`config.mk`:
```
export PLATFORM = sky130hd
export DESIGN_NAME = pe_overlay_offset_finder_top
export DESIGN_NICKNAME = d
export VERILOG_FILES = /design/src/design/pof_pkg.sv /design/src/design/pof_in_stage.sv /design/src/design/pof_core.sv /design/src/design/pof_out_stage.sv /design/src/design/pe_overlay_offset_finder_top.sv
export SDC_FILE = /design/constraint.sdc
export NUM_CORES = 1
export LEC_CHECK = 0
export BUFFER_PORTS_ARGS = -buffer_cell sky130_fd_sc_hd__buf_2
export CORE_MARGIN = 2
export CORE_UTILIZATION = 35
export CTS_BUF_LIST = sky130_fd_sc_hd__clkbuf_16
export CTS_CLUSTER_SIZE = 14
export DETAILED_ROUTE_END_ITERATION = 10
export GPL_TIMING_DRIVEN = 0
export PLACE_DENSITY_LB_ADDON = 0.08
export SKIP_LAST_GASP = 1
export SLEW_MARGIN = 10
export SYNTH_ARGS = -nofsm -noshare
export SYNTH_HDL_FRONTEND = slang
export SYNTH_HIERARCHICAL = 1
export SYNTH_SLANG_ARGS = --single-unit
```
`constraint.sdc`:
```
create_clock -name clk_i -period 10.3 [get_ports clk_i]
set_input_delay 1.545 -clock clk_i [delete_from_list [all_inputs] [get_ports clk_i]]
set_output_delay 1.545 -clock clk_i [all_outputs]
set_load 0.02 [all_outputs]
```
`src/design/pof_pkg.sv`:
```
// ----------------------------------------------------------------------------
// pof_pkg: shared types and constants of the PE overlay offset finder
// Byte codes of the stamps, layout offsets of the headers and the result
// status codes, used by the stages and the top level.
// ----------------------------------------------------------------------------
package pof_pkg;

  // Default section limit
  localparam int unsigned MaxSectionsDef = 96;

  // Layout of the DOS and PE headers
  localparam logic [31:0] HdrPtrPos  = 32'h0000_003C;
  localparam logic [31:0] HdrMinOff  = 32'h0000_0040;
  localparam logic [5:0]  EntryLast  = 6'd39;
  localparam logic [5:0]  RawSizeLo  = 6'd16;
  localparam logic [5:0]  RawPtrHi   = 6'd23;
  localparam logic [32:0] PeFixedLen = 33'd24;

  // Offsets inside the PE header
  localparam logic [31:0] OffSig0    = 32'd0;
  localparam logic [31:0] OffSig1    = 32'd1;
  localparam logic [31:0] OffSig2    = 32'd2;
  localparam logic [31:0] OffSig3    = 32'd3;
  localparam logic [31:0] OffCntLo   = 32'd6;
  localparam logic [31:0] OffCntHi   = 32'd7;
  localparam logic [31:0] OffOptLo   = 32'd20;
  localparam logic [31:0] OffOptHi   = 32'd21;
  localparam logic [31:0] OffHdrEnd  = 32'd22;

  // Stamp characters
  localparam logic [7:0] CharM = 8'h4D;
  localparam logic [7:0] CharZ = 8'h5A;
  localparam logic [7:0] CharP = 8'h50;
  localparam logic [7:0] CharE = 8'h45;

  // Result status
  typedef enum logic [2:0] {
    StOk         = 3'd0,
    StNoMz       = 3'd1,
    StBadHdr     = 3'd2,
    StNoPe       = 3'd3,
    StBadTable   = 3'd4,
    StNoOverlay  = 3'd5
  } pof_status_e;

  // One input item
  typedef struct packed {
    logic [7:0] data_byte;
    logic       last;
  } pof_item_t;

  // One result item
  typedef struct packed {
    logic [31:0] overlay_offset;
    pof_status_e status;
  } pof_result_t;

endpackage

```
`src/design/pof_in_stage.sv`:
```
// ----------------------------------------------------------------------------
// pof_in_stage: input register
// Holds one byte item; refills in the same cycle the held item is consumed.
// ----------------------------------------------------------------------------
module pof_in_stage import pof_pkg::*; (
  input  logic      clk_i,
  input  logic      rst_ni,
  input  logic      in_valid_i,
  output logic      in_ready_o,
  input  pof_item_t in_item_i,
  input  logic      take_i,
  output logic      valid_o,
  output pof_item_t item_o
);

  logic      valid_q, valid_d;
  pof_item_t item_q;
  logic      load;

  // Accept when empty or when the held item leaves this cycle
  assign in_ready_o = !valid_q || take_i;
  assign load       = in_valid_i && in_ready_o;

  always_comb begin
    valid_d = valid_q;
    if (load) begin
      valid_d = 1'b1;
    end else if (take_i) begin
      valid_d = 1'b0;
    end
  end

  always_ff @(posedge clk_i or negedge rst_ni) begin
    if (!rst_ni) begin
      valid_q <= 1'b0;
    end else begin
      valid_q <= valid_d;
    end
  end

  // Payload needs no reset
  always_ff @(posedge clk_i) begin
    if (load) begin
      item_q <= in_item_i;
    end
  end

  assign valid_o = valid_q;
  assign item_o  = item_q;

endmodule

```
`src/design/pof_core.sv`:
```
// ----------------------------------------------------------------------------
// pof_core: header parser and section walker
// Updates the parse state for one byte per cycle while take_i is high and, on the final byte of
// a file, settles the length checks and forms the result.
// ----------------------------------------------------------------------------
module pof_core import pof_pkg::*; #(
  parameter int unsigned MaxSections = MaxSectionsDef
) (
  input  logic        clk_i,
  input  logic        rst_ni,
  input  logic        take_i,
  input  pof_item_t   item_i,
  output logic        res_valid_o,
  output pof_result_t res_o
);

  localparam int unsigned EntW = $clog2(MaxSections + 1);

  // State registers
  logic [31:0]     pos_q, pos_d;
  logic            mz_q, mz_d;
  logic [31:0]     ho_q, ho_d;
  logic            sig_q, sig_d;
  logic [15:0]     cnt_q, cnt_d;
  logic [15:0]     opt_q, opt_d;
  logic [31:0]     ts_q, ts_d;
  logic [5:0]      eb_q, eb_d;
  logic [EntW-1:0] ent_q, ent_d;
  logic [55:0]     fs_q, fs_d;
  logic [31:0]     max_q, max_d;

  // State after this byte
  logic [31:0]     pos_n;
  logic            mz_n;
  logic [31:0]     ho_n;
  logic            sig_n;
  logic [15:0]     cnt_n;
  logic [15:0]     opt_n;
  logic [31:0]     ts_n;
  logic [5:0]      eb_n;
  logic [EntW-1:0] ent_n;
  logic [55:0]     fs_n;
  logic [31:0]     max_n;

  logic [7:0]  b;
  logic        active;
  logic        in_ptr;
  logic        hdr_zone;
  logic [31:0] d;
  logic [32:0] ts_sum;
  logic [15:0] opt_full;
  logic        walk;
  logic        cnt_ok_q;
  logic [63:0] field_full;
  logic [31:0] end_sum;

  assign b      = item_i.data_byte;
  assign active = (pos_q != '1);
  assign in_ptr = (pos_q[31:2] == HdrPtrPos[31:2]);
  assign hdr_zone = !in_ptr && (pos_q >= HdrMinOff) && (ho_q >= HdrMinOff) && (pos_q >= ho_q);
  assign d        = pos_q - ho_q;
  assign opt_full = {b, opt_q[7:0]};
  assign ts_sum   = {1'b0, ho_q} + PeFixedLen + {17'b0, opt_full};
  assign cnt_ok_q = (cnt_q != 16'd0) && (cnt_q <= 16'(MaxSections));
  assign walk     = active && hdr_zone && (d >= OffHdrEnd) && (pos_q >= ts_q) && cnt_ok_q &&
                    ({{(16-EntW){1'b0}}, ent_q} < cnt_q);
  assign field_full = {b, fs_q};
  assign end_sum    = field_full[63:32] + field_full[31:0];

  // Update the parse state for one byte
  always_comb begin
    pos_n = pos_q;
    mz_n  = mz_q;
    ho_n  = ho_q;
    sig_n = sig_q;
    cnt_n = cnt_q;
    opt_n = opt_q;
    ts_n  = ts_q;
    eb_n  = eb_q;
    ent_n = ent_q;
    fs_n  = fs_q;
    max_n = max_q;
    if (active) begin
      pos_n = pos_q + 32'd1;
      // DOS stamp
      if (pos_q == 32'd0) begin
        mz_n = (b == CharM);
      end else if (pos_q == 32'd1) begin
        mz_n = mz_q && (b == CharZ);
      end
      // Header offset, little endian
      if (in_ptr) begin
        unique case (pos_q[1:0])
          2'd0:    ho_n = {ho_q[31:8], b};
          2'd1:    ho_n = {ho_q[31:16], b, ho_q[7:0]};
          2'd2:    ho_n = {ho_q[31:24], b, ho_q[15:0]};
          default: ho_n = {b, ho_q[23:0]};
        endcase
      end
      // PE header fields
      if (hdr_zone) begin
        priority if (d == OffSig0) begin
          sig_n = (b == CharP);
        end else if (d == OffSig1) begin
          sig_n = sig_q && (b == CharE);
        end else if ((d == OffSig2) || (d == OffSig3)) begin
          sig_n = sig_q && (b == 8'h00);
        end else if (d == OffCntLo) begin
          cnt_n = {cnt_q[15:8], b};
        end else if (d == OffCntHi) begin
          cnt_n = {b, cnt_q[7:0]};
        end else if (d == OffOptLo) begin
          opt_n = {opt_q[15:8], b};
        end else if (d == OffOptHi) begin
          opt_n = opt_full;
          ts_n  = ts_sum[32] ? '1 : ts_sum[31:0];
        end else begin
          sig_n = sig_q;
        end
      end
      // Section entry walk
      if (walk) begin
        if ((eb_q >= RawSizeLo) && (eb_q <= RawPtrHi)) begin
          fs_n = field_full[63:8];
        end
        if ((eb_q == RawPtrHi) && (end_sum > max_q)) begin
          max_n = end_sum;
        end
        if (eb_q >= EntryLast) begin
          eb_n  = '0;
          ent_n = ent_q + EntW'(1);
        end else begin
          eb_n = eb_q + 6'd1;
        end
      end
    end
  end

  // Settle the length checks on the final byte
  logic [32:0]  len_x;
  logic [21:0]  tab_len;
  logic [32:0]  tab_end;
  logic         c_mz, c_hdr, c_sig, c_tab, c_ovl;
  pof_status_e  status;

  assign len_x   = {1'b0, pos_q} + 33'd1;
  assign tab_len = {1'b0, cnt_n, 5'b0} + {3'b0, cnt_n, 3'b0};
  assign tab_end = {1'b0, ts_n} + {11'b0, tab_len};
  assign c_mz    = (pos_q < 32'd63) || !mz_n;
  assign c_hdr   = (ho_n < HdrMinOff) || (({1'b0, ho_n} + PeFixedLen) > len_x);
  assign c_sig   = !sig_n;
  assign c_tab   = (cnt_n == 16'd0) || (cnt_n > 16'(MaxSections)) || (tab_end > len_x);
  assign c_ovl   = (max_n == 32'd0) || ({1'b0, max_n} >= len_x);

  always_comb begin
    priority if (c_mz) begin
      status = StNoMz;
    end else if (c_hdr) begin
      status = StBadHdr;
    end else if (c_sig) begin
      status = StNoPe;
    end else if (c_tab) begin
      status = StBadTable;
    end else if (c_ovl) begin
      status = StNoOverlay;
    end else begin
      status = StOk;
    end
  end

  assign res_valid_o          = take_i && item_i.last;
  assign res_o.status         = status;
  assign res_o.overlay_offset = (status == StOk) ? max_n : 32'd0;

  // Clear all state after the final byte
  always_comb begin
    if (item_i.last) begin
      pos_d = '0; mz_d = 1'b0; ho_d = '0; sig_d = 1'b0; cnt_d = '0; opt_d = '0;
      ts_d  = '0; eb_d = '0;   ent_d = '0; fs_d = '0;  max_d = '0;
    end else begin
      pos_d = pos_n; mz_d = mz_n; ho_d = ho_n; sig_d = sig_n; cnt_d = cnt_n; opt_d = opt_n;
      ts_d  = ts_n;  eb_d = eb_n; ent_d = ent_n; fs_d = fs_n; max_d = max_n;
    end
  end

  always_ff @(posedge clk_i or negedge rst_ni) begin
    if (!rst_ni) begin
      pos_q <= '0;
      mz_q  <= 1'b0;
      ho_q  <= '0;
      sig_q <= 1'b0;
      cnt_q <= '0;
      opt_q <= '0;
      ts_q  <= '0;
      eb_q  <= '0;
      ent_q <= '0;
      fs_q  <= '0;
      max_q <= '0;
    end else if (take_i) begin
      pos_q <= pos_d;
      mz_q  <= mz_d;
      ho_q  <= ho_d;
      sig_q <= sig_d;
      cnt_q <= cnt_d;
      opt_q <= opt_d;
      ts_q  <= ts_d;
      eb_q  <= eb_d;
      ent_q <= ent_d;
      fs_q  <= fs_d;
      max_q <= max_d;
    end
  end

endmodule

```
`src/design/pof_out_stage.sv`:
```
// ----------------------------------------------------------------------------
// pof_out_stage: result register
// Holds one result until the downstream side takes it.
// ----------------------------------------------------------------------------
module pof_out_stage import pof_pkg::*; (
  input  logic        clk_i,
  input  logic        rst_ni,
  input  logic        load_i,
  input  pof_result_t res_i,
  output logic        slot_free_o,
  output logic        out_valid_o,
  input  logic        out_ready_i,
  output pof_result_t res_o
);

  logic        valid_q, valid_d;
  pof_result_t res_q;

  // Free when empty or when the held result leaves this cycle
  assign slot_free_o = !valid_q || out_ready_i;

  always_comb begin
    valid_d = valid_q;
    if (load_i) begin
      valid_d = 1'b1;
    end else if (out_ready_i) begin
      valid_d = 1'b0;
    end
  end

  always_ff @(posedge clk_i or negedge rst_ni) begin
    if (!rst_ni) begin
      valid_q <= 1'b0;
    end else begin
      valid_q <= valid_d;
    end
  end

  always_ff @(posedge clk_i) begin
    if (load_i) begin
      res_q <= res_i;
    end
  end

  assign out_valid_o = valid_q;
  assign res_o       = res_q;

endmodule

```
`src/design/pe_overlay_offset_finder_top.sv`:
```
// ----------------------------------------------------------------------------
// pe_overlay_offset_finder_top: PE overlay offset finder
// Parses an executable byte stream, walks its section table and reports
// where the overlay starts, one result per file.
//
//   Port group   Dir  Payload
//   s_axis_*     in   tdata[7:0] data_byte, tlast last
//   m_axis_*     out  tdata[31:0] overlay_offset, tdata[34:32] status
//
// One byte is taken per cycle unless a final byte waits on a held result; the result of a
// file is valid in the result register in the cycle after its final byte is processed.
// The byte path is input register, parse logic, state registers; the
// result register decouples the output side.
// A final byte waits in the input register only while an earlier result
// is still held; other bytes never wait on the output side.
// Reset clears all parse state and the valid flags of both stage registers.
// ----------------------------------------------------------------------------
module pe_overlay_offset_finder_top import pof_pkg::*; #(
  parameter int unsigned MaxSections = MaxSectionsDef
) (
  input  logic        clk_i,
  input  logic        rst_ni,
  input  logic        s_axis_tvalid_i,
  output logic        s_axis_tready_o,
  input  logic [7:0]  s_axis_tdata_i,   // [7:0] data_byte
  input  logic        s_axis_tlast_i,
  output logic        m_axis_tvalid_o,
  input  logic        m_axis_tready_i,
  output logic [39:0] m_axis_tdata_o    // [31:0] overlay_offset, [34:32] status, rest zero
);

  pof_item_t   in_item;
  pof_item_t   cur_item;
  logic        cur_valid;
  logic        take;
  logic        slot_free;
  logic        res_valid;
  pof_result_t res;
  pof_result_t out_res;

  assign in_item.data_byte = s_axis_tdata_i;
  assign in_item.last      = s_axis_tlast_i;

  // Consume a byte unless it is final and the result slot is busy
  assign take = cur_valid && (!cur_item.last || slot_free);

  pof_in_stage u_in (
    .clk_i      (clk_i),
    .rst_ni     (rst_ni),
    .in_valid_i (s_axis_tvalid_i),
    .in_ready_o (s_axis_tready_o),
    .in_item_i  (in_item),
    .take_i     (take),
    .valid_o    (cur_valid),
    .item_o     (cur_item)
  );

  pof_core #(
    .MaxSections (MaxSections)
  ) u_core (
    .clk_i       (clk_i),
    .rst_ni      (rst_ni),
    .take_i      (take),
    .item_i      (cur_item),
    .res_valid_o (res_valid),
    .res_o       (res)
  );

  pof_out_stage u_out (
    .clk_i       (clk_i),
    .rst_ni      (rst_ni),
    .load_i      (res_valid),
    .res_i       (res),
    .slot_free_o (slot_free),
    .out_valid_o (m_axis_tvalid_o),
    .out_ready_i (m_axis_tready_i),
    .res_o       (out_res)
  );

  assign m_axis_tdata_o = {5'b0, out_res.status, out_res.overlay_offset};

  // Error results carry a zero offset
  a_err_zero: assert property (@(posedge clk_i) disable iff (!rst_ni)
    (m_axis_tvalid_o && (out_res.status != StOk)) |-> (out_res.overlay_offset == 32'd0))
    else $error("error result with nonzero offset");

  // A good result always has a nonzero offset
  a_ok_nonzero: assert property (@(posedge clk_i) disable iff (!rst_ni)
    (m_axis_tvalid_o && (out_res.status == StOk)) |-> (out_res.overlay_offset != 32'd0))
    else $error("good result with zero offset");

  // A consumed final byte shows up as a result next cycle
  a_final_result: assert property (@(posedge clk_i) disable iff (!rst_ni)
    (take && cur_item.last) |=> m_axis_tvalid_o)
    else $error("final byte gave no result");

  // A final byte is never consumed onto a held result
  a_no_overwrite: assert property (@(posedge clk_i) disable iff (!rst_ni)
    (res_valid && m_axis_tvalid_o) |-> m_axis_tready_i)
    else $error("result register overwritten");

  // A held byte that is not consumed stays held
  a_in_hold: assert property (@(posedge clk_i) disable iff (!rst_ni)
    (cur_valid && !take) |=> cur_valid)
    else $error("input item lost");

endmodule

```
-- Word level (Yosys, flattened, before mapping)
Index checks and enable logic that the tools add are counted.
- bits of input ports: 13
- output and inout port bits: 42
- bits in registers: 269
- order comparisons: 17
- reduce and logical (&&, ||, !) cells: 52
- muxes and demuxes: 69
- equality and inequality tests: 22
- add/subtract/negate cells: 11
- operator list (cell ; count):
    32-bit two-way mux ; 20
    56-bit two-way mux ; 4
    16-bit two-way mux ; 8
    32-bit zero test ; 3
    32-bit one-hot mux with 3 select lines ; 1
    8-bit two-way mux ; 9
    32-bit by 5-bit adder with 33-bit output (second input constant) ; 2
    33-bit > comparator ; 2
    32-bit by 1-bit equality test with 1-bit output (second input constant) ; 2
    32-bit by 2-bit equality test with 1-bit output (second input constant) ; 2
    32-bit by 3-bit equality test with 1-bit output (second input constant) ; 2
    32-bit by 5-bit equality test with 1-bit output (second input constant) ; 2
    32-bit greater-or-equal comparator ; 2
    32-bit by 7-bit greater-or-equal comparator with 1-bit output (second input constant) ; 2
    32-bit by 1-bit adder with 33-bit output (second input constant) ; 1
    32-bit by 22-bit adder with 33-bit output ; 1
    33-bit by 16-bit adder with 33-bit output ; 1
    32-bit by 33-bit greater-or-equal comparator with 1-bit output ; 1
    32-bit by 1-bit adder with 32-bit output (second input constant) ; 1
    32-bit adder ; 1
    8-bit by 7-bit equality test with 1-bit output (second input constant) ; 4
    32-bit by 5-bit greater-or-equal comparator with 1-bit output (second input constant) ; 1
    32-bit > comparator ; 1
    32-bit by 6-bit < comparator with 1-bit output (second input constant) ; 1
    34 further kinds ; 97

-- Logic depth before layout (Yosys ltp)
Gate-level depths: netlist of the first run.
- depth after elaboration: 20
- gate-level depth with buffers: 47

-- Cells and area by module
The synthesis of the first run kept the hierarchy.
- modules (own cells, without submodules) (module ; sequential area each (um^2) ; instances ; area each (um^2) ; cells each):
    pof_core ; 5580.4 ; 1 ; 23017.1 ; 2755
    pof_out_stage ; 1076.0 ; 1 ; 1098.6 ; 38
    pof_in_stage ; 295.3 ; 1 ; 324.1 ; 13
    pe_overlay_offset_finder_top ; 0.0 ; 1 ; 52.6 ; 8

-- Least setup slack after synthesis of the first run
Ideal clock, no wire load.
- path type: reg2reg
- start point: register u_core.pos_q[0]
- end point: register u_out.res_q (netlist bit u_out/res_o[10]), data pin
- clock period less this slack: 9.923 ns
- arrival: 9.754 ns
- slack: 0.377 ns
- cell stages (with the launch flop): 42
- path buffers: 2
- library setup time: 0.169 ns
- cells stage by stage: dfrtp_1 -> inv_1 -> ha_1 -> fa_1 -> nand2b_1 -> a21oi_1 -> o21ai_2 -> o211ai_2 -> nand4_1 -> a32o_1 -> or3_1 -> or2_4 -> or3_4 -> nor4_4 -> buf_2 -> o21a_1 -> fa_1 -> ha_1 -> [6 not listed] -> nor2_1 -> a211oi_1 -> nor2_1 -> mux2i_1 -> nor2_1 -> nor4b_1 -> ha_1 -> nand4_1 -> nor2_1 -> nand3_1 -> or3_1 -> or2_2 -> o22ai_1 -> nand3_1 -> mux2i_1 -> nand2_1 -> buf_2 -> nor4b_2
- word-level cells in the longest chain between the ends: 19
- elaborated cells between the ends (all ways): 81
- RTL lines (element ; line ; text):
    start, declared ; pof_core.sv:20 ; logic [31:0] pos_q, pos_d;
    start signal, assigned ; pof_core.sv:200 ; pos_q <= pos_d;
    parallel branches: the longest is 19 deep, another holds 32-bit by 22-bit adder with 33-bit output ; - ;
    end signal, assigned ; pof_out_stage.sv:41 ; res_q <= res_i;
    end, declared ; pof_out_stage.sv:17 ; pof_result_t res_q;
Several ways; the timed one is not identified.
A chain may end at the register's enable or synchronous reset.

-- Worst setup path after layout of the first run
- start point: register u_core.pos_q[0]
- end point: register u_out.res_q (netlist bit u_out/res_o[16]), data pin
The elaborated chain is that of the path after synthesis.

==> flow_metrics.env, run 1 <==
export IMPL_synth_mux_area_share_pct=4.02
export IMPL_regArea_um2=6990
export IMPL_layout_common_cells="ha_1 (276), nand2_1 (275), dfrtp_1 (198)"
export IMPL_slew_headroom_pct=3.36
export IMPL_grt_pass1_wl_um=152000
export IMPL_dp_hpwl_um=80700
export IMPL_initial_core_util_pct=35.5
export IMPL_drc=0
export IMPL_final_common_cell="ha_1"
export IMPL_synthArstFlopShare_pct=83.6
export IMPL_routed_wirelength_um=104000
export IMPL_ant_nets=0
export IMPL_syn_avg_cell_area_um2=8.70
export IMPL_wl_per_cell_um=26.4
export IMPL_die_x_um=269
export IMPL_vias=23594
export IMPL_crit_family="simple AND/OR/NAND/NOR gates"
export IMPL_path_buf_inv=7
export IMPL_p_leak_nw=13.2
export IMPL_first_iter_violations=2204
export IMPL_syn_area_um2=24500
export IMPL_r2r_slack_ps=80
export IMPL_dpl_cell_area_um2=26000
export IMPL_io_pins=55
export IMPL_max_cap_viol_count=0
export IMPL_grt_max_degree=83
export IMPL_synthAdderAreaFrac_pct=16.4
export IMPL_cts_made_buffers=35
export IMPL_critPathSlowestCell="fa_2"
export IMPL_die_y_um=269
export IMPL_min_delay_path_class="reg2reg"
export IMPL_synth_xor_area_share_pct=4.97
export IMPL_rsz0062_at_grt="yes"
export IMPL_crit_fanout=5
export IMPL_clk_pin_slew_ps=60
export IMPL_post_route_min_period_ps=10220
export IMPL_ir_drop_mv=0.131
export IMPL_detail_route_vias_per_cell=5.99
export IMPL_synth_cells=2814
export IMPL_worstPathRequired_ps=10670
export IMPL_overflow=0
export IMPL_cpMostUsedCell="or3_4"
export IMPL_grt_pass1_vias=22851
export IMPL_cts_tree="built"
export IMPL_fillers=6983
export IMPL_hold_slack_ps=494
export IMPL_ys_seq_elements=269
export IMPL_synth_edff_count=44
export IMPL_worstMarginPinSlew_ps=1450
export IMPL_period_share_pct=99.3
export IMPL_clock_latency_ps=560
export IMPL_synth_cell_types=99
export IMPL_antenna_found_initial=2
export IMPL_cts_root_buffer="clkbuf_16"
export IMPL_ys_seq_area_share_pct=28.4
export IMPL_fmax_ghz=0.0978
export IMPL_synth_compound_area_share_pct=21.6
export IMPL_cts_buffer_depth=3
export IMPL_slew_viol_final=0
export IMPL_dieArea_um2=72100
export IMPL_utilization_pct=42.3
export IMPL_gp_congestion=0.996
export IMPL_cts_sinks=269
export IMPL_cpPeakStageDelay_ps=580
export IMPL_core_area_um2=68900
export IMPL_htree_levels=2
export IMPL_status="completed"
export IMPL_grt_use_total_pct=28.5
export IMPL_worstPathArrival_ps=10600
export IMPL_synth_ff_type="dfrtp_1"
export IMPL_finalInstanceArea_um2=29100
export IMPL_area_delta_synth_final_pct=19.0
export IMPL_synthSimpleGateAreaFrac_pct=19.3
export IMPL_setup_viol=0
export IMPL_finalNetCount=3305
export IMPL_first_pass_iters=6
export IMPL_worst_setup_path_start_kind="flop"
export IMPL_worstSetupEndpointType="flop"
export IMPL_num_rows=96
export IMPL_clock_skew_ps=18.6
export IMPL_port_buffers=49
export IMPL_drive_above_1_share_pct=15.2
export IMPL_n_antenna_cell=0
export IMPL_worstSetupPathType="reg2reg"
export IMPL_ys_warnings_count=6
export IMPL_hold_viol_final=0
export IMPL_cellPowerDensity_nw_per_um2=109
export IMPL_synth_top_family_by_area="compound AO/OA/AOI/OAI gates"
export IMPL_multi_input_area_um2=17400
-- final timing paths --
check                                 from               to  depth (start not counted)
setup reg to reg           u_core/pos_q[0]  u_out/res_o[16]                         45
hold / removal             u_core/ts_q[29]  u_core/ts_q[29]                          2
max in group asynchronous           rst_ni  u_core/fs_q[48]                          3
hold reg to reg            u_core/ts_q[29]  u_core/ts_q[29]                          2
min in group asynchronous           rst_ni  u_core/ts_q[29]                          1
setup / recovery           u_core/pos_q[0]  u_out/res_o[16]                         45
-- layer usage --
layer | vias up | GRT usage [%] | part of all wire (%)
met1 | 11743 | 40.7 | 46
met3 | 164 | 5.43 | 7.7
met5 | - | 0 | 0
met4 | 0 | 8.84 | 3.3
li1 | 10756 | - | -
met2 | 931 | 43.4 | 43
-- cell families after synthesis --
kind of cell	count (synthesis)
AO/OA/AOI/OAI	793
XOR/XNOR	139
adder cells (fa/ha/maj)	311
buffers and inverters	322
flip-flops	269
multiplexers	97
other	1
AND/OR/NAND/NOR	882
-- area by class of cell --
| class | instances | share of cell area (%) |
|---|---|---|
| Tap cell | 931 | 4.00 |
| Clock inverter | 24 | 0.820 |
| Clock buffer | 37 | 3.18 |
| Buffer | 128 | 2.31 |
| Inverter | 185 | 2.40 |
| Multi-Input combinational cell | 2227 | 59.7 |
| Timing Repair Buffer | 135 | 3.61 |
| Sequential cell | 269 | 24.0 |
-- Yosys cell counts, types with 11 or more instances --
library cell | count | area (um2)
a21o_1 | 94 | 706
o211ai_1 | 13 | 97.6
xnor2_1 | 78 | 683
nand3_1 | 105 | 526
o22ai_1 | 42 | 263
nand4_1 | 67 | 419
edfxtp_1 | 44 | 1320
a22o_1 | 59 | 517
nand2b_1 | 30 | 188
fa_1 | 18 | 360
a22oi_1 | 20 | 150
inv_1 | 183 | 687
a31oi_1 | 23 | 144
o21a_1 | 35 | 263
a21oi_1 | 151 | 756
nor4_1 | 55 | 344
ha_1 | 293 | 3670
nor2b_1 | 28 | 175
mux2i_1 | 87 | 871
or3_1 | 14 | 87.6
xor2_1 | 61 | 534
and2_1 | 17 | 106
nor2_1 | 123 | 462
nor3_1 | 45 | 225
o31ai_1 | 19 | 143
buf_2 | 23 | 115
and3_1 | 31 | 194
nand2_1 | 278 | 1040
a32o_1 | 11 | 110
o21bai_1 | 14 | 105
o21ai_0 | 187 | 936
buf_4 | 11 | 82.6
o2bb2ai_1 | 17 | 149
a211oi_1 | 15 | 113
nor4b_2 | 22 | 330
clkbuf_1 | 95 | 357
dfrtp_1 | 225 | 5630
-- what timing repair did --
action	in CTS	in global routing
setup buffers	50	30
endpoints found under the setup margin	34	34
hold buffers	0	0
pin swaps	60	73
cloned	2	1
resized for setup	189	95
-- worst register-to-register path, delay by kind of cell (launching register included) --
| kind | cells | cell delay (ps) |
|---|---|---|
| AO/OA/AOI/OAI | 13 | 2870 |
| XOR/XNOR | 1 | 150 |
| adder cells (fa/ha/maj) | 5 | 1650 |
| buffers and inverters | 7 | 980 |
| flip-flops | 1 | 390 |
| multiplexers | 2 | 460 |
| AND/OR/NAND/NOR | 17 | 3520 |
-- report_power, final --
group          switching [mW]  internal, mW
clock network           0.519         0.772
logic                   0.499         0.268
registers              0.0258          1.11
total                    1.04          2.15
-- per-stage QoR --
stage	std cells	power, mW	TNS, ps	setup slack (ps)
after floorplan	2818	1.53	0	377
after global placement	3798	1.77	-120170	-3790
after detailed placement	3802	1.78	-119490	-3800
after CTS	3911	3.17	-262	-54.4
after global routing	3936	3.30	-5400	-226
final	3936	3.19	0	75.8
-- flip-flops by register name, indices dropped and copies added (netlist names) --
| signal | count |
|---|---|
| u_core/pos_q | 32 |
| u_core/mz_q | 1 |
| u_in/item_o | 9 |
| u_out/res_o | 35 |
| u_core/fs_q | 56 |
| u_core/ho_q | 32 |
| u_core/sig_q | 1 |
| u_out/out_valid_o | 1 |
| u_core/ts_q | 32 |
| u_core/opt_q | 8 |
| u_core/max_q | 32 |
| u_core/cnt_q | 16 |
| u_core/ent_q | 7 |
| u_in/valid_o | 1 |
| u_core/eb_q | 6 |
No activity file was read; power rests on OpenSTA's default activity.
==> run 2: changes to the inputs <==
--- a/config.mk
+++ b/config.mk
@@ -5,10 +5,12 @@
 export SDC_FILE = /design/constraint.sdc
 export NUM_CORES = 1
 export LEC_CHECK = 0
-export BUFFER_PORTS_ARGS = -buffer_cell sky130_fd_sc_hd__buf_2
+export ABC_CLOCK_PERIOD_IN_PS = 10300
+export BUFFER_PORTS_ARGS = -buffer_cell sky130_fd_sc_hd__buf_4
 export CORE_MARGIN = 2
 export CORE_UTILIZATION = 35
 export CTS_BUF_LIST = sky130_fd_sc_hd__clkbuf_16
+export CTS_CLUSTER_DIAMETER = 30
 export CTS_CLUSTER_SIZE = 14
 export DETAILED_ROUTE_END_ITERATION = 10
 export GPL_TIMING_DRIVEN = 0
==> run 2 against run 1 <==
The run now ends with negative setup slack left. Utilization rose by 2.2 points. Maximum frequency fell by 2.0%. Register-to-register slack got worse by 210 ps. Non-clock buffer count rose by 2. Count of clock-buffer cells in the layout rose by 44. Worst setup slack got worse by 210 ps. Combinational power fell by 0.5%. Largest cell class unchanged. Largest power group unchanged.
==> flow_metrics.env, run 2 (same netlist as run 1, synthesis figures left out) <==
export IMPL_core_area_um2=68900
export IMPL_dieArea_um2=72100
export IMPL_max_cap_viol_count=0
export IMPL_cpPeakStageDelay_ps=530
export IMPL_routed_wirelength_um=103000
export IMPL_critPathSlowestCell="fa_1"
export IMPL_max_flop_register="u_core/fs_q"
export IMPL_grt_pass1_wl_um=151000
export IMPL_cts_root_buffer="clkbuf_16"
export IMPL_drc=0
export IMPL_tns_ps=-2540
export IMPL_fillers=6828
export IMPL_worstMarginPinSlew_ps=1360
export IMPL_cts_made_buffers=79
export IMPL_fmax_ghz=0.0958
export IMPL_p_leak_nw=14.1
export IMPL_initial_core_util_pct=35.5
export IMPL_period_share_pct=101
export IMPL_grt_use_total_pct=28.4
export IMPL_cts_tree="built"
export IMPL_min_delay_path_class="reg2reg"
export IMPL_gp_congestion=0.980
export IMPL_clock_latency_ps=630
export IMPL_overflow=0
export IMPL_io_pins=55
export IMPL_vias=23770
export IMPL_cts_sinks=269
export IMPL_multi_input_area_um2=17400
export IMPL_layout_common_cells="ha_1 (277), nand2_1 (276), dfrtp_1 (200)"
export IMPL_die_y_um=269
export IMPL_rsz0062_at_grt="yes"
export IMPL_grt_max_degree=101
export IMPL_wl_met2_um=44700
export IMPL_ir_drop_mv=0.119
export IMPL_hold_buffers=0
export IMPL_worst_setup_path_start_kind="flop"
export IMPL_antenna_found_initial=4
export IMPL_worstSetupPathType="reg2reg"
export IMPL_area_delta_synth_final_pct=25.3
export IMPL_dp_slack_ps=-3640
export IMPL_violations="negative setup slack"
export IMPL_die_x_um=269
export IMPL_met1_length_um=47300
export IMPL_utilization_pct=44.5
export IMPL_n_antenna_cell=0
export IMPL_dr_wl_met3_um=7490
export IMPL_worstPathRequired_ps=10720
export IMPL_top_layer="met4"
export IMPL_finalInstanceArea_um2=30700
export IMPL_slew_viol_final=0
export IMPL_finalNetCount=3351
export IMPL_first_iter_violations=2270
export IMPL_hold_viol_final=0
export IMPL_ant_nets=0
export IMPL_status="finished, violations left"
export IMPL_wl_per_cell_um=25.6
export IMPL_num_rows=96
export IMPL_fin_ws_ps=-137
export IMPL_detail_route_vias_per_cell=5.91
export IMPL_cpMostUsedCell="buf_6"
export IMPL_clock_skew_ps=29.2
export IMPL_first_pass_iters=7
export IMPL_worstSetupEndpointType="flop"
export IMPL_post_route_min_period_ps=10440
export IMPL_dpl_cell_area_um2=26100
export IMPL_slew_headroom_pct=9.37
export IMPL_design_power_total_mw=4.28
export IMPL_htree_levels=3
export IMPL_cellPowerDensity_nw_per_um2=139
export IMPL_largest_register_ffs=56
export IMPL_crit_fanout=5
export IMPL_grt_pass1_vias=23118
export IMPL_port_buffers=49
export IMPL_clk_pin_slew_ps=40
export IMPL_setup_viol=30
export IMPL_regArea_um2=6980
export IMPL_dp_hpwl_um=79800
export IMPL_final_common_cell="ha_1"
export IMPL_worstPathArrival_ps=10860
export IMPL_cts_buffer_depth=3
export IMPL_drive_above_1_share_pct=16.4
==> run 2: cell count changes in the layout (fill, tap and decap cells not counted), sizes merged <==
cell	previous run	this run
clkbuf	130	176
bufinv	5	8
clkinv	14	40
inv	187	200
clkinvlp	3	2
==> run 2: area by class of cell <==
type	count	area share, %
Multi-Input combinational cell	2227	56.6
Clock inverter	65	1.85
Clock buffer	81	6.61
Buffer	130	2.23
Sequential cell	269	22.8
Tap cell	931	3.80
Inverter	185	2.28
Timing Repair Buffer	135	3.89
==> run 2: critical path: cells and delay by family (launching register included) <==
kind / cells / cell delay, ps
AO/OA/AOI/OAI: 12 / 2860
XOR/XNOR: 2 / 340
adder cells (fa/ha/maj): 4 / 1330
buffers and inverters: 10 / 1410
flip-flops: 1 / 380
multiplexers: 2 / 460
AND/OR/NAND/NOR: 17 / 3430
==> run 2: timing repair <==
item	CTS	global route
gates cloned	1	2
endpoints found under the hold margin	0	0
endpoints found under the setup margin	34	34
pin swaps	59	68
resized for setup	204	58
setup buffers	48	32
==> run 2: final timing paths <==
kind	from	to	slack, ps	cells past startpoint
max in group asynchronous	rst_ni	u_core/fs_q[9]	8090	3
min in group asynchronous	rst_ni	u_core/ho_q[29]	820	1
worst max register to register	u_core/pos_q[0]	u_out/res_o[31]	-140	47
worst max-delay path	u_core/pos_q[0]	u_out/res_o[31]	-140	47
worst min register to register	u_core/mz_q	u_core/mz_q	490	1
worst min-delay path	u_core/mz_q	u_core/mz_q	490	1
==> run 2: routing by layer <==
metal | GRT usage, % | vias to the layer above
li1 | - | 10870
met1 | 40.3 | 11769
met2 | 43.3 | 953
met3 | 4.87 | 178
met4 | 10.0 | 0
met5 | 0 | -
==> run 2: through the flow <==
stage	instances	hold slack, ps
6_report	4023	487
3_5_place_dp	3802	468
4_1_cts	3991	481
3_3_place_gp	3798	466
2_1_floorplan	2818	450
5_1_grt	4023	521
==> run 2: report_power, final <==
group	switching, mW	internal [mW]	leakage [nW]
sequential	0.0258	1.11	3.51
combinational	0.492	0.271	9.28
clock	0.764	1.61	1.33
==> run 3: changes to the inputs <==
--- a/config.mk
+++ b/config.mk
@@ -5,9 +5,9 @@
 export SDC_FILE = /design/constraint.sdc
 export NUM_CORES = 1
 export LEC_CHECK = 0
+export ABC_AREA = 1
 export ABC_CLOCK_PERIOD_IN_PS = 10300
 export BUFFER_PORTS_ARGS = -buffer_cell sky130_fd_sc_hd__buf_4
-export CORE_MARGIN = 2
 export CORE_UTILIZATION = 35
 export CTS_BUF_LIST = sky130_fd_sc_hd__clkbuf_16
 export CTS_CLUSTER_DIAMETER = 30
==> run 3 against run 2 <==
The flow now finishes without violations. First-iteration DRC count grew 2.4%. Critical path depth up 13. Clock skew shrank 1.6 ps. Highest routed layer unchanged. Die area rose by 1.2%. Sequential share of layout area increased by 0.29 points. Critical endpoint is now u_out/res_o[8]. Worst hold slack hardly changed. Synthesized area grew 2.8%. Sequential cell count unchanged. Count of clock-buffer cells in the layout up 4. Worst setup slack better by 600 ps. Global-route usage shrank 1.4 points. Critical path type unchanged. Clock power rose by 12%.
==> flow_metrics.env, run 3 <==
export IMPL_die_x_um=270
export IMPL_status="completed"
export IMPL_initial_core_util_pct=35.6
export IMPL_worstSetupPathType="reg2reg"
export IMPL_clock_latency_ps=640
export IMPL_crit_family="simple AND/OR/NAND/NOR gates"
export IMPL_post_route_min_period_ps=9840
export IMPL_fillers=7481
export IMPL_dp_hpwl_um=78800
export IMPL_io_pins=55
export IMPL_synth_edff_count=44
export IMPL_syn_avg_cell_area_um2=7.11
export IMPL_first_pass_iters=6
export IMPL_grt_max_degree=90
export IMPL_syn_area_um2=25200
export IMPL_max_flop_register="u_core/fs_q"
export IMPL_max_cap_viol_count=0
export IMPL_fin_ws_ps=463
export IMPL_yosys_area_top_type="dfrtp_1"
export IMPL_core_area_um2=70600
export IMPL_ys_seq_area_share_pct=27.6
export IMPL_worstPathRequired_ps=10790
export IMPL_largest_register_ffs=56
export IMPL_ir_drop_mv=0.137
export IMPL_gp_congestion=0.924
export IMPL_cpMostUsedCell="nand2_1"
export IMPL_clkPwrFrac_pct=57.0
export IMPL_instances_no_fill=4721
export IMPL_p_leak_nw=15.7
export IMPL_final_common_cell="nand2_1"
export IMPL_area_delta_synth_final_pct=20.0
export IMPL_crit_fanout=10
export IMPL_seqPwrFrac_pct=24.7
export IMPL_grt_pass1_vias=23583
export IMPL_htree_levels=3
export IMPL_worstSetupEndpointType="flop"
export IMPL_slew_headroom_pct=16.0
export IMPL_num_rows=97
export IMPL_hold_buffers=0
export IMPL_worst_setup_path_start_kind="flop"
export IMPL_setup_viol=0
export IMPL_cpPeakStageDelay_ps=580
export IMPL_dp_slack_ps=-1240
export IMPL_antenna_found_initial=1
export IMPL_switching_share_pct=31.1
export IMPL_yosys_area_top_type_share_pct=22.4
export IMPL_synth_cells=3542
export IMPL_drive_above_1_share_pct=10.3
export IMPL_slew_viol_final=0
export IMPL_multi_input_area_um2=15700
export IMPL_layout_common_cells="nand2_1 (815), inv_1 (603), ha_1 (288)"
export IMPL_first_iter_violations=2325
export IMPL_detail_route_vias_per_cell=5.28
export IMPL_grt_use_total_pct=27.0
export IMPL_port_buffers=49
export IMPL_synth_cell_types=65
export IMPL_ys_warnings_count=6
export IMPL_clock_skew_ps=27.6
export IMPL_p_comb_share_pct=18.3
export IMPL_synthArstFlopShare_pct=83.6
export IMPL_cellPowerDensity_nw_per_um2=155
export IMPL_cts_root_buffer="clkbuf_16"
export IMPL_cts_made_buffers=85
export IMPL_min_delay_path_class="reg2reg"
export IMPL_drc=0
export IMPL_wl_per_cell_um=20.9
export IMPL_design_power_total_mw=4.68
export IMPL_fmax_ghz=0.102
export IMPL_period_share_pct=95.5
export IMPL_dpl_cell_area_um2=26800
export IMPL_synth_ff_type="dfrtp_1"
export IMPL_finalInstanceArea_um2=30200
export IMPL_hold_viol_final=0
export IMPL_p_int_mw=3.22
export IMPL_cts_tree="built"
export IMPL_grt_pass1_wl_um=149000
export IMPL_routed_wirelength_um=98900
export IMPL_cts_sinks=269
export IMPL_path_buf_inv=11
export IMPL_overflow=0
export IMPL_critPathSlowestCell="fa_2"
export IMPL_finalNetCount=4034
export IMPL_ant_nets=0
export IMPL_regArea_um2=6960
export IMPL_ys_seq_elements=269
export IMPL_vias=24910
export IMPL_r2r_slack_ps=460
export IMPL_utilization_pct=42.8
export IMPL_dieArea_um2=73000
export IMPL_p_switching_mw=1.46
export IMPL_worstMarginPinSlew_ps=1260
export IMPL_synth_common_cells="nand2_1 (822), inv_1 (600), ha_1 (293)"
export IMPL_placed_cells=4538
export IMPL_netlist_top_cells_area="dfrtp_1 (22%), ha_1 (15%), nand2_1 (12%)"
export IMPL_clk_pin_slew_ps=40
export IMPL_worstPathArrival_ps=10330
export IMPL_cts_buffer_depth=3
export IMPL_die_y_um=270
export IMPL_yosysMostFrequentCell="nand2_1"
[run 3: cell types whose count changed after synthesis, moves of 31 or more]
| cell | before | now |
|---|---|---|
| inv_1 | 183 | 600 |
| nor2_2 | 0 | 37 |
| xnor2_1 | 78 | 29 |
| mux2i_1 | 87 | 0 |
| nor2_1 | 123 | 252 |
| nand3_1 | 105 | 177 |
| clkbuf_1 | 95 | 48 |
| o22ai_1 | 42 | 175 |
| a21o_1 | 94 | 9 |
| and3_1 | 31 | 0 |
| nand2_1 | 278 | 822 |
| a22o_1 | 59 | 1 |
[run 3: power groups by stage]
stage / Sequential, mW / Clock, mW / Combinational [mW]
floorplan: 1.17 / 0 / 0.511
global placement: 1.18 / 0 / 0.784
detailed placement: 1.18 / 0 / 0.789
CTS: 1.16 / 2.70 / 0.799
global route: 1.16 / 2.76 / 0.935
finish: 1.16 / 2.67 / 0.855
[run 3: path summary, 6_finish.rpt]
path,startpoint,endpoint,cells past startpoint
min reg2reg,u_core/opt_q[6],u_core/opt_q[6],2
max reg2reg,u_core/pos_q[7],u_out/res_o[8],60
max,u_core/pos_q[7],u_out/res_o[8],60
min in group asynchronous,rst_ni,u_core/ho_q[29],1
max in group asynchronous,rst_ni,u_core/fs_q[0],2
min,u_core/opt_q[6],u_core/opt_q[6],2
[run 3: timing repair]
item | in CTS | in global routing
endpoints found under the hold margin | 0 | 0
buffers inserted | 4 | 22
pin swaps | 1 | 11
gates resized for setup | 18 | 50
setup endpoints to repair | 34 | 34
[run 3: per-stage QoR]
stage / hold WS [ps] / setup TNS [ps]
2_1_floorplan: 453 / 0
3_3_place_gp: 478 / -41320
3_5_place_dp: 477 / -40280
4_1_cts: 488 / 0
5_1_grt: 506 / -360
6_report: 487 / 0
[run 3: layout make-up]
| class | instances | area share (%) |
|---|---|---|
| multi-input combinational | 2588 | 52.1 |
| buffer | 71 | 1.25 |
| clock buffer | 85 | 7.04 |
| timing repair buffer | 78 | 2.19 |
| sequential | 269 | 23.0 |
| antenna | 1 | 0.00828 |
| tap | 940 | 3.89 |
| clock inverter | 72 | 2.74 |
| inverter | 617 | 7.73 |
[run 3: metal layers]
layer  part of all wire, %  track usage (%)
met1                    49             39.8
met2                    42             40.0
met3                   6.9             4.29
met4                   2.5             8.03
met5                     0                0
[run 3: worst register-to-register path: cells and delay by family, from the launching register on]
family / cells / cell delay [ps]
adders and majority gates: 4 / 1600
and+or+nand+nor: 37 / 4790
DFF: 1 / 550
buffers and inverters: 11 / 1440
AOI/OAI and AO/OA: 7 / 1180
xor gates and xnor gates: 1 / 140
[run 3: kinds of logic (layout without fill, tap and decap cells)]
logic type                 after synthesis  in the layout  share of synthesized area, %
and+or+nand+nor                       1531           1531                          27.2
xor gates and xnor gates               116            116                          4.04
other                                    1              6                        0.0149
buffers and inverters                  689            923                          10.7
AOI/OAI and AO/OA                      625            625                          14.4
DFF                                    269            269                          27.6
adders and majority gates              311            311                          16.0
